<file path="src/pscc_pkg.sv">
// Shared types, constants and arithmetic helpers for the coordinate converter.
// Holds the CORDIC arctangent table, the rotator state type and the rounding function.
// No dependencies; every other file in src imports this package.
package pscc_pkg;

   localparam int FRAC  = 30;
   localparam int STEPS = 30;

   // Rotator gain correction, 0.60725... in Q1.30.
   localparam logic signed [31:0] CORDIC_GAIN = 32'sd652032874;

   // Arctangent of 2^-i as a fraction of a full turn scaled by 2^32.
   localparam logic signed [31:0] ATAN_TABLE [STEPS] = '{
      32'sd536870912, 32'sd316933406, 32'sd167458907, 32'sd85004756, 32'sd42667331,
      32'sd21354465,  32'sd10679838,  32'sd5340245,   32'sd2670163,  32'sd1335087,
      32'sd667544,    32'sd333772,    32'sd166886,    32'sd83443,    32'sd41721,
      32'sd20861,     32'sd10430,     32'sd5215,      32'sd2608,     32'sd1304,
      32'sd652,       32'sd326,       32'sd163,       32'sd81,       32'sd41,
      32'sd20,        32'sd10,        32'sd5,         32'sd3,        32'sd1
   };

   typedef enum logic [1:0] {
      QUAD_0   = 2'd0,
      QUAD_90  = 2'd1,
      QUAD_180 = 2'd2,
      QUAD_270 = 2'd3
   } quad_type;

   typedef struct packed {
      logic signed [31:0] x;
      logic signed [31:0] y;
      logic signed [31:0] z;
      quad_type           quad;
   } rot_type;

   typedef struct packed {
      logic signed [31:0] c;
      logic signed [31:0] s;
   } trig_type;

   // Splits a 32-bit binary angle into the nearest quarter turn and a residual
   // within one eighth of a turn, and loads the rotator start vector.
   function automatic rot_type rot_prep(input logic [31:0] a32);
      logic [31:0] biased;
      rot_type     r;
      biased = a32 + 32'h2000_0000;
      r.quad = quad_type'(biased[31:30]);
      r.x    = CORDIC_GAIN;
      r.y    = '0;
      r.z    = $signed(a32 - {biased[31:30], 30'd0});
      return r;
   endfunction

   // One micro-rotation; shifts are arithmetic, so they round toward minus infinity.
   function automatic rot_type rot_step(input rot_type a, input int shift,
                                        input logic signed [31:0] atan);
      logic signed [31:0] dx;
      logic signed [31:0] dy;
      rot_type            r;
      dx     = a.y >>> shift;
      dy     = a.x >>> shift;
      r.quad = a.quad;
      if (!a.z[31]) begin
         r.x = a.x - dx;
         r.y = a.y + dy;
         r.z = a.z - atan;
      end else begin
         r.x = a.x + dx;
         r.y = a.y - dy;
         r.z = a.z + atan;
      end
      return r;
   endfunction

   // Rotates the first-quadrant result back into the angle's own quadrant.
   function automatic trig_type quad_map(input rot_type a);
      trig_type t;
      case (a.quad)
         QUAD_0: begin
            t.c = a.x;
            t.s = a.y;
         end
         QUAD_90: begin
            t.c = -a.y;
            t.s = a.x;
         end
         QUAD_180: begin
            t.c = -a.x;
            t.s = -a.y;
         end
         QUAD_270: begin
            t.c = a.y;
            t.s = -a.x;
         end
         default: begin
            t.c = a.x;
            t.s = a.y;
         end
      endcase
      return t;
   endfunction

   // Drops the 30 fraction bits, rounding to nearest with ties away from zero.
   function automatic logic signed [33:0] round_q30(input logic signed [63:0] p);
      logic [63:0]        mag;
      logic [63:0]        q;
      logic signed [33:0] r;
      mag = p[63] ? 64'(-p) : 64'(p);
      q   = (mag + (64'd1 << (FRAC - 1))) >> FRAC;
      r   = $signed(q[33:0]);
      return p[63] ? -r : r;
   endfunction

endpackage

</file>
<file path="src/pscc_cordic_cell.sv">
// One CORDIC micro-rotation stage for the azimuth and polar rotators.
// Carries the point's other fields alongside; a valid bit and a ready that
// ripples back let the row close bubbles. Depends on pscc_pkg.
module pscc_cordic_cell #(
   parameter int DATA_BITS = 16,
   parameter int STEP      = 0
) (
   input  logic                          clock,
   input  logic                          reset,
   input  logic                          up_valid,
   output logic                          up_ready,
   input  pscc_pkg::rot_type             up_az,
   input  pscc_pkg::rot_type             up_pol,
   input  logic                          up_kind,
   input  logic signed [DATA_BITS-1:0]   up_radius,
   input  logic signed [DATA_BITS-1:0]   up_height,
   output logic                          dn_valid,
   input  logic                          dn_ready,
   output pscc_pkg::rot_type             dn_az,
   output pscc_pkg::rot_type             dn_pol,
   output logic                          dn_kind,
   output logic signed [DATA_BITS-1:0]   dn_radius,
   output logic signed [DATA_BITS-1:0]   dn_height
);
   import pscc_pkg::*;

   logic                        valid_ff;
   rot_type                     az_ff;
   rot_type                     az_in;
   rot_type                     pol_ff;
   rot_type                     pol_in;
   logic                        kind_ff;
   logic signed [DATA_BITS-1:0] radius_ff;
   logic signed [DATA_BITS-1:0] height_ff;

   // The stage can take a beat when it is empty or its contents move on.
   assign up_ready = !valid_ff || dn_ready;

   assign az_in  = rot_step(up_az, STEP, ATAN_TABLE[STEP]);
   assign pol_in = rot_step(up_pol, STEP, ATAN_TABLE[STEP]);

   always_ff @(posedge clock) begin
      if (reset) begin
         valid_ff <= 1'b0;
      end else if (up_ready) begin
         valid_ff <= up_valid;
      end
   end

   always_ff @(posedge clock) begin
      if (up_ready) begin
         az_ff     <= az_in;
         pol_ff    <= pol_in;
         kind_ff   <= up_kind;
         radius_ff <= up_radius;
         height_ff <= up_height;
      end
   end

   assign dn_valid  = valid_ff;
   assign dn_az     = az_ff;
   assign dn_pol    = pol_ff;
   assign dn_kind   = kind_ff;
   assign dn_radius = radius_ff;
   assign dn_height = height_ff;

endmodule

</file>
<file path="config.mk">
export PLATFORM = sky130hd
export DESIGN_NAME = pscc_cordic_cell
export DESIGN_NICKNAME = d
export VERILOG_FILES = /design/src/pscc_pkg.sv /design/src/pscc_cordic_cell.sv
export SDC_FILE = /design/constraint.sdc
export NUM_CORES = 1
export LEC_CHECK = 0
export BUFFER_PORTS_ARGS = -buffer_cell sky130_fd_sc_hd__clkbuf_2
export CAP_MARGIN = 20
export CORE_MARGIN = 2
export CORE_UTILIZATION = 35
export DETAILED_ROUTE_END_ITERATION = 16
export GPL_ROUTABILITY_DRIVEN = 0
export PLACE_DENSITY = 0.58
export SLEW_MARGIN = 20
export SYNTH_ARGS = -nofsm -noshare
export SYNTH_HDL_FRONTEND = slang
export SYNTH_SLANG_ARGS = --single-unit
</file>
<file path="constraint.sdc">
create_clock -name clock -period 16.8 [get_ports clock]
set_input_delay 1.68 -clock clock [delete_from_list [all_inputs] [get_ports clock]]
set_output_delay 1.68 -clock clock [all_outputs]
set_load 0.01 [all_outputs]
</file>
Yosys cells after proc, flatten, opt, wreduce, memory -nomap -nowiden. Index checks and enable logic that the tools add are counted.

Output and inout bits: 231. Input bits: 233. Word-level logic and storage cells: 26. Register bits after elaboration: 230.

Reductions and logical operators: 2. Add/subtract/negate cells: 10. Multiplexer cells: 2.

Operator list (count): 96-bit two-way mux (2); 32-bit subtractor (4); 32-bit by 31-bit adder with 32-bit output (second input constant) (2); 32-bit adder (2); 32-bit by 31-bit subtractor with 32-bit output (second input constant) (2); 1-bit zero test (1); 1-bit logical OR (1).

Longest topological paths before layout. Gate-level depths: netlist (run 1).

Word-level depth: 2. Mapped depth: 14. Mapped depth without buffers: 14.

Worst setup path before layout (run 1). OpenSTA, ideal clock, no wires.

Path kind: input to output. Start: input port dn_ready. End: output port up_ready. Path buffers: 0. Cell stages on the path: 1. Slack: 7.914 ns. Arrival time: 7.206 ns. Data required time: 15.120 ns. Path through: nand2b_1.

Cells in the longest elaborated chain, start to end: 1.

RTL lines: start: declaration (RTL line pscc_cordic_cell.sv:18) `input logic dn_ready,`; 1-bit logical OR (RTL line pscc_cordic_cell.sv:37) `assign up_ready = !valid_ff || dn_ready;`; end: declaration (RTL line pscc_cordic_cell.sv:11) `output logic up_ready,`.

Every way passes these cells.

==> results.md, run 1 <==
- The run finished with clean final reports.
- In the layout the commonest cells are sky130_fd_sc_hd__clkbuf_2, sky130_fd_sc_hd__edfxtp_1, sky130_fd_sc_hd__a21oi_1.
- STA classifies the critical path startpoint as an input pin.
- The smallest clock period supported by the final layout is computed as 4770 ps.
- Clock tree synthesis found a total of 228 sinks.
- The number of enable-type register cells in the synthesized netlist is 227.
- For this design the static power due to leakage is 9.59 nW.
- The stage delay of the slowest cell on the critical path is 510 ps.
- The first routing iteration left 1417 violations.
- The tightest min-delay check is of the reg2reg type.
- The net count after synthesis is 2241.
- Total power for the finished layout comes to 1.99 mW.
- The vias after detailed routing is 15400.
- From synthesis to final layout, the design area changed by 21.7%.
- The I/O pin count is 464.
- The worst slew margin relative to its limit is 0.339.
- The biggest area contributor in the post-synthesis netlist is sky130_fd_sc_hd__edfxtp_1.
- The synthesized design contains 228 register bits.
- The power per cell area is 95.1 nW/µm².
- The share of the Yosys chip area taken by registers is 0.398.
- For this run, the total global-route usage over all layers was measured as 0.205.
- The max capacitance violation total is 0.
- The fraction of the cycle the final worst path needs is 0.284.
- Of the post-synthesis cell area, the dominant cell type holds 0.397.
- The routed length per placed instance is 19.0 µm.
- The dominant register cell in the synthesized netlist is sky130_fd_sc_hd__edfxtp_1.
- Counting every instance in the synthesized netlist gives 1812.
- Along the worst path, the maximum fanout reaches 4.
- The mean area per synthesized cell is 9.47 µm².
- After clock tree synthesis, the clock-pin slew on the worst setup and hold paths is 60 ps.
- In this run the remaining antenna-violating nets after routing total 0.
- Summing all placed instances gives a cell area of 20000 µm².
- The root buffer cell chosen for the clock tree is sky130_fd_sc_hd__clkbuf_16.
- The worst setup path is captured at a flop.
- Together, buffers and inverters on the worst path number 1.
- The count of nets after finishing is 2657.
- Between clock sinks in the finished design, the worst skew comes to 23.8 ps.
- After synthesis, the share of flip-flops with an asynchronous set or reset is 0.
- The final design instance area without fill is 20900 µm².
- Dividing the detail-routed via count by the number of cells gives 5.36.
- The later-pin clock latency in the skew report is 550 ps.
- The floorplan has 81 rows.
- Yosys attributes the largest share of cell area to sky130_fd_sc_hd__edfxtp_1, sky130_fd_sc_hd__ha_1, sky130_fd_sc_hd__a21oi_1, sky130_fd_sc_hd__xnor2_1, sky130_fd_sc_hd__inv_1.
- The area of the multi-input gates is 9280 µm².
- The hold slack is 1030 ps.
- OpenSTA, run right after detailed placement, puts the worst setup slack at 11610 ps.
- The maximum clock frequency is 210 MHz.
- The final routed DRC violation total is 0.
- For this configuration, the core starts out at a cell density of 0.353.
- The height of the chip is 225 µm.
- At the pin with the least slew margin, the transition time is 992 ps.
- The library cell used most frequently in the layout, excluding fill and tap cells, is sky130_fd_sc_hd__clkbuf_2.
- The initial antenna violation count is 0.
- Setup slack closes at 12030 ps.
- Summed over all layers, the global routing overflow is 0.
- Counting stages on the worst path, the most repeated cell is sky130_fd_sc_hd__nand2_1.
- Before antenna repair, the detailed router went through 6 iterations.
- The die covers 50800 µm².
- Data arrives at the worst endpoint at 5040 ps.
- The critical path goes through clkbuf_2, ha_1, fa_1, nor3b_1, o311ai_1, nand2_1, a211oi_1, o311a_1, a21oi_2, a21oi_1, o21ai_1, nand2_1, o21ai_0, xnor2_1.
- The number of slew-limit violations in the final report is 0.
- After synthesis the cells add up to 17200 µm².
- The final total negative setup slack is 0 ps.
- The number of buffers added for setup after CTS is 0.
- The top cell family by delay on the critical path is compound AO/OA/AOI/OAI gates.
- The die is 225 µm wide.
- The number of buffers added by the clock tree synthesis step is 27.
- After legalization and detailed placement, the total HPWL measured 42.7 mm.
- The setup path with the least slack is of type in2reg.
- The wire length of the first global-routing pass is 83.2 mm.
- The via count of the first global-routing pass is 15000.
- The share of final-layout standard cells stronger than drive strength 1 is 0.243.
- After detailed placement, the design holds a cell count of 2821.
- The number of buffers added to fix hold violations after cts is 0.
- In this run the tool buffered the top-level ports with 463 buffer cells.
- The maximum root-to-sink buffer count is 3.
- The layout filler cell count is 4799.
- The count of synthesis-stage warnings from yosys is 0.
- The final-report hold violation count is 0.
- Among all stages on the critical path, the largest delay is contributed by sky130_fd_sc_hd__a211oi_1.
- At the worst endpoint, the required time is 17070 ps.
- The core outline area is 48600 µm².
- Setup violations remaining at the end of the flow were counted as 0.
- The distinct cell type count of the synthesized netlist is 83.
- The final standard cell count with taps included and fillers excluded is 2868.
- Setup repair after global routing left no endpoint under its margin.
- The pin count of the biggest net entering global routing is 86.
- Registers take 6840 µm².
- TritonCTS built the clock tree.
- The number of H-tree branching levels is 1.
- At the end of the flow the core is filled with cells to 0.430.
- VDD sags by at most 0.0785 mV.
- The total routed wirelength is 54.5 mm.
- Gates resized during post-CTS repair numbered 0.
-- cell families after synthesis --
logic type | after synthesis | synth area share
AOI/OAI and AO/OA | 547 | 0.201
and+or+nand+nor | 420 | 0.113
buffers and inverters | 270 | 0.0615
DFF | 228 | 0.398
adders and majority gates | 196 | 0.146
xor gates and xnor gates | 123 | 0.0628
muxes | 28 | 0.0165
-- routing by layer --
layer	GRT usage	routed length [µm]	part of all wire
met5	0	0	0
met4	0.0634	1660	0.031
met3	0.0378	4000	0.073
met2	0.350	26200	0.48
met1	0.263	22600	0.42
-- worst paths after layout --
check / start / cells past startpoint / slack [ps] / to
max: up_pol[34] / 14 / 12030 / dn_pol[92]
min reg2reg: dn_valid / 2 / 1030 / dn_valid
max reg2reg: dn_valid / 2 / 14660 / dn_az[5]
min: dn_valid / 2 / 1030 / dn_valid
-- Yosys cell counts (7+ instances only) --
library cell	instances
sky130_fd_sc_hd__a211oi_1	16
sky130_fd_sc_hd__a21o_1	38
sky130_fd_sc_hd__a21oi_1	210
sky130_fd_sc_hd__a221oi_1	7
sky130_fd_sc_hd__a31oi_1	17
sky130_fd_sc_hd__and3_1	7
sky130_fd_sc_hd__buf_1	16
sky130_fd_sc_hd__buf_2	19
sky130_fd_sc_hd__clkbuf_1	42
sky130_fd_sc_hd__clkinv_1	7
sky130_fd_sc_hd__edfxtp_1	227
sky130_fd_sc_hd__fa_1	8
sky130_fd_sc_hd__ha_1	188
sky130_fd_sc_hd__inv_1	179
sky130_fd_sc_hd__mux2i_1	26
sky130_fd_sc_hd__nand2_1	92
sky130_fd_sc_hd__nand2b_1	19
sky130_fd_sc_hd__nand3_1	27
sky130_fd_sc_hd__nand4_1	22
sky130_fd_sc_hd__nor2_1	171
sky130_fd_sc_hd__nor2b_1	19
sky130_fd_sc_hd__nor3_1	22
sky130_fd_sc_hd__nor4_1	8
sky130_fd_sc_hd__o211ai_1	13
sky130_fd_sc_hd__o21a_1	14
sky130_fd_sc_hd__o21ai_0	90
sky130_fd_sc_hd__o21ai_1	21
sky130_fd_sc_hd__o21bai_1	31
sky130_fd_sc_hd__o31ai_1	16
sky130_fd_sc_hd__xnor2_1	100
sky130_fd_sc_hd__xor2_1	23
-- flip-flops by register name (all words and copies together) (netlist names) --
name and count:
dn_az 97, dn_height 16, dn_kind 1, dn_pol 97, dn_radius 16, dn_valid 1
-- where the power goes --
group	total [mW]	switching, mW	leakage, nW	internal [mW]
Sequential	0.766	0.0286	2.36	0.737
Combinational	0.598	0.374	6.77	0.225
Clock	0.623	0.239	0.456	0.384
Total	1.99	0.641	9.59	1.35
-- layout make-up --
| type | count | share of cell area |
|---|---|---|
| inverters | 188 | 0.0338 |
| clock buffers | 28 | 0.0325 |
| clock inverters | 18 | 0.0121 |
| diodes | 1 | 0.000120 |
| repair buffers | 469 | 0.113 |
| well taps | 622 | 0.0372 |
| multi-input cells | 1314 | 0.444 |
| flip-flops and latches | 228 | 0.327 |
-- tightest hold or removal path: stages, from the launching register on --
cell                       delay (ps)
sky130_fd_sc_hd__dfxtp_1          330
sky130_fd_sc_hd__nand2b_4         510
sky130_fd_sc_hd__a21oi_1          140
(Power assumes the default switching activity.)
==> run 2, diff against run 1 <==
--- a/config.mk
+++ b/config.mk
@@ -5,6 +5,7 @@
 export SDC_FILE = /design/constraint.sdc
 export NUM_CORES = 1
 export LEC_CHECK = 0
+export ABC_AREA = 1
 export BUFFER_PORTS_ARGS = -buffer_cell sky130_fd_sc_hd__clkbuf_2
 export CAP_MARGIN = 20
 export CORE_MARGIN = 2
==> constraint.sdc (replaced) <==
create_clock -name clock -period 4.2 [get_ports clock]
set_input_delay 0.42 -clock clock [delete_from_list [all_inputs] [get_ports clock]]
set_output_delay 0.42 -clock clock [all_outputs]
set_load 0.01 [all_outputs]
==> run 2 against run 1 <==
Compared with the run above: synthesized area is 25% higher; first-iteration DRC count is 25% higher; utilization is 0.36 points higher; synthesized cell count is 76% higher; register-to-register slack worse by 12000 ps; clock skew is 2.3 ps lower; combinational power grew to 4.8 times the previous value; design area is 25% higher; global-route usage is 3.5 points higher; sequential cell count stayed put.
==> results.md, run 2 <==
- The starting utilization of the core area is 0.355 (+0.00238).
- The total routed wirelength is 78.9 mm (+45%).
- The vias per cell is 4.89 (-8.8%).
- The number of buffers added by the clock tree synthesis step came to 29 (+7.4%).
- The count of nets after finishing is 4124 (+55%).
- The later-pin clock latency in the skew report is 590 ps (+40 ps).
- The clock period minus final worst setup slack is 2280 ps.
- The top cell type's share of synthesized area is 0.317 (-0.0798).
- The leakage dissipation is 14.2 nW (+48%).
- The clock-pin transition on the worst setup and hold timing paths is 60 ps (about the same).
- The CTS tree is yes.
- The final routed DRC violation total is 0 (unchanged).
- The total iterations of the first detailed-routing run was 6 (unchanged).
- The distinct cell type count of the synthesized netlist was 48 (-42%).
- The total of endpoints with negative setup slack in the final report is 0 (unchanged).
- The number of flip-flops and latches in the synthesized netlist is 228 (unchanged).
- By count the netlist is led by sky130_fd_sc_hd__nand2_1, sky130_fd_sc_hd__inv_1, sky130_fd_sc_hd__nand3_1.
- The maximum fanout count along the critical path is 95 (+91).
- The power share of the sequential group was 0.362 (-0.023).
- The core outline area is 60500 µm² (+24%).
- The cell type with the highest aggregate area in the netlist is sky130_fd_sc_hd__edfxtp_1.
- The overall die width is 252 µm (+12%).
- The power per cell area came to 316 nW/µm² (+230%).
- The proportion of synthesized chip area in sequential cells is 0.318 (-0.0800).
- The total placed cells including tap cells was 4357 (+54%).
- The clock skew after layout was 21.5 ps (-2.30 ps).
- The worst slew margin relative to its limit is 0.283 (-0.0559).
- The worst setup path is of the reg2out kind.
- The final total negative setup slack was 0 ps (unchanged).
- Compared with the post-synthesis result, the final layout area differs by 21.9%.
- The async set-reset flop share out of synthesis was 0 (unchanged).
- In the synthesized netlist the dominant register cell turns out to be sky130_fd_sc_hd__edfxtp_1.
- Leaving out fill and tap cells, the most frequent cell in the layout is sky130_fd_sc_hd__nand2_1.
- The total die area is 63400 µm² (+25%).
- The net count after synthesis was 3614 (+61%).
- On the critical path, the stage with the largest delay is an instance of sky130_fd_sc_hd__nand2_8.
- The post-CTS resize count came to 0 (unchanged).
- The buffer cell driving the clock tree root is sky130_fd_sc_hd__clkbuf_16.
- Static timing analysis puts the maximum clock frequency at 438 MHz.
- The number of buffer cells added on primary ports is 463 (unchanged).
- The mean area per synthesized cell came to 6.75 µm² (-29%).
- The wire length of the first global-routing pass is 118 mm (+42%).
- Yosys instantiated no cell more often than sky130_fd_sc_hd__nand2_1.
- The number of slew-limit violations in the final report is 0 (unchanged).
- By area the synthesized netlist is led by sky130_fd_sc_hd__edfxtp_1, sky130_fd_sc_hd__nand2_1, sky130_fd_sc_hd__ha_1, sky130_fd_sc_hd__inv_1, sky130_fd_sc_hd__nand3_1.
- The remaining antenna violation count is 0 (unchanged).
- The internal power component is 5.17 mW (+280%).
- The post-place instance area came to 24400 µm² (+22%).
- The fraction of the cycle the final worst path needs is 0.544.
- The max capacitance violation total is 0 (unchanged).
- The sort of element at the end of the critical path is a primary output.
- The number of H-tree branching levels was 1 (unchanged).
- The final-report hold violation count is 0 (unchanged).
- The I/O pin count was 464 (unchanged).
- The initial antenna violation count is 4 (+4).
- The critical path goes through nand2_8, clkbuf_2.
- The net switching power of the design came to 3.10 mW (+380%).
- The maximum root-to-sink buffer count is 3 (unchanged).
- The number of enable-type register cells in the synthesized netlist is 227 (unchanged).
- The stage delay of the slowest cell on the critical path was 560 ps (+50 ps).
- The share of the core filled with cells in the final layout is 0.433 (+0.00356).
- The worst setup path is launched from a flop.
- The critical path data required time is 3780 ps (-13290 ps).
- The final standard cell count with taps included and fillers excluded was 4503 (+57%).
- The half-perimeter wire length of the detailed placement result is 65.3 mm (+53%).
- The data arrival at the endpoint of the critical path is 1860 ps (-3180 ps).
- The post-synthesis instance area is 21500 µm² (+25%).
- The count of standard-cell rows is 90 (+11%).
- The overall global routing resource usage came to 0.240 (+0.0354).
- The pin count of the biggest net entering global routing is 96 (+12%).
- The worst hold path class is in2reg.
- The total grt overflow was 0 (unchanged).
- The first-iteration detailed-routing DRC count is 1778 (+25%).
- Leaving out fill and tap cells, the most frequent cells in the layout are sky130_fd_sc_hd__nand2_1, sky130_fd_sc_hd__inv_1, sky130_fd_sc_hd__clkbuf_2.
- Setup repair after global routing left no endpoint under its margin.
- The fraction of power consumed by combinational cells is 0.349 (+0.048).
- The flow ran to the end, and the final reports show no timing, DRC or antenna violations.
- The height of the chip is 252 µm (+12%).
- The pin slew with the least headroom to its limit is 1080 ps (+83.8 ps).
- The via count of the first global-routing pass came to 21200 (+41%).
- The gate count of the mapped netlist is 3185 (+76%).
- The routed length per placed instance is 17.5 µm (-7.8%).
- The number of sinks handled by clock tree synthesis is 228 (unchanged).
- The clock network fraction of design power is 0.289 (-0.024).
- The share of final-layout standard cells stronger than drive strength 1 is 0.161 (-0.0822).
- The switching share of total power is 0.375 (+0.0521).
- The vias after detailed routing is 22000 (+43%).
- The number of buffers added for setup after CTS came to 0 (unchanged).
- The worst IR drop on VDD is 0.296 mV (+280%).
- The final design instance area without fill is 26200 µm² (+25%).
- The count of synthesis-stage warnings from yosys came to 0 (unchanged).
[run 2: logic make-up (layout without fill, tap and decap cells)]
kind of cell               after synthesis  in the layout  synth area share
and+or+nand+nor                       1692           1692             0.330
buffers and inverters                  676           1209             0.126
AOI/OAI and AO/OA                      339            339            0.0874
adders and majority gates              196            196             0.117
DFF                                    228            228             0.318
other                                    0              3                 0
xor gates and xnor gates                53             53            0.0216
muxes                                    1              1          0.000466
[run 2: power by group through the flow]
stage               Sequential, mW  Combinational [mW]  Clock, mW
global placement              3.04                2.79          0
floorplan                     3.17                1.59          0
finish                        2.99                2.89       2.39
CTS                           2.99                2.87       2.47
global route                  3.01                3.19       2.53
detailed placement            3.03                2.79          0
[run 2: metal layers]
metal  track usage  up-vias  wire length [µm]
li1              -    11000                 -
met1         0.310    10100             33200
met2         0.421      781             38100
met3        0.0258      128              4910
met4        0.0762        6              2610
met5             0        -                39
[run 2: layout make-up]
type	instances	area (µm²)
Sequential cell	228	6840
Fill cell	6372	34300
Clock inverter	21	154
Tap cell	782	978
Multi-Input combinational cell	2281	12000
Timing Repair Buffer	560	3280
Clock buffer	33	741
Inverter	595	2230
Antenna cell	3	7.51
[run 2: stage by stage]
stage / setup WS (ps) / hold WS, ps / total power [mW]
final: 1920 / 27.0 / 8.27
after global routing: 1790 / 10.4 / 8.74
after CTS: 1850 / 2.26 / 8.33
after detailed placement: 1440 / 599 / 5.82
after global placement: 1450 / 596 / 5.82
after floorplan: 525 / 489 / 4.76
[run 2: critical path, delay by kind of cell (launching register included)]
family | cells | cell delay (ps)
buf+inv | 1 | 260
flops | 1 | 360
simple gates | 1 | 560
[run 2: final timing paths]
check                           startpoint   endpoint  slack, ps  depth (start not counted)
worst max register to register    dn_valid  dn_az[64]       2300                          2
worst min register to register    dn_valid   dn_valid       1110                          2
worst min-delay path             up_pol[8]  dn_pol[8]         30                          1
worst max-delay path              dn_valid   up_ready       1920                          2
[run 2: repair_timing]
| action | CTS | global route |
|---|---|---|
| endpoints found under the hold margin | 89 | 0 |
| hold buffers | 89 | 0 |
| endpoints found under the setup margin | 0 | 0 |
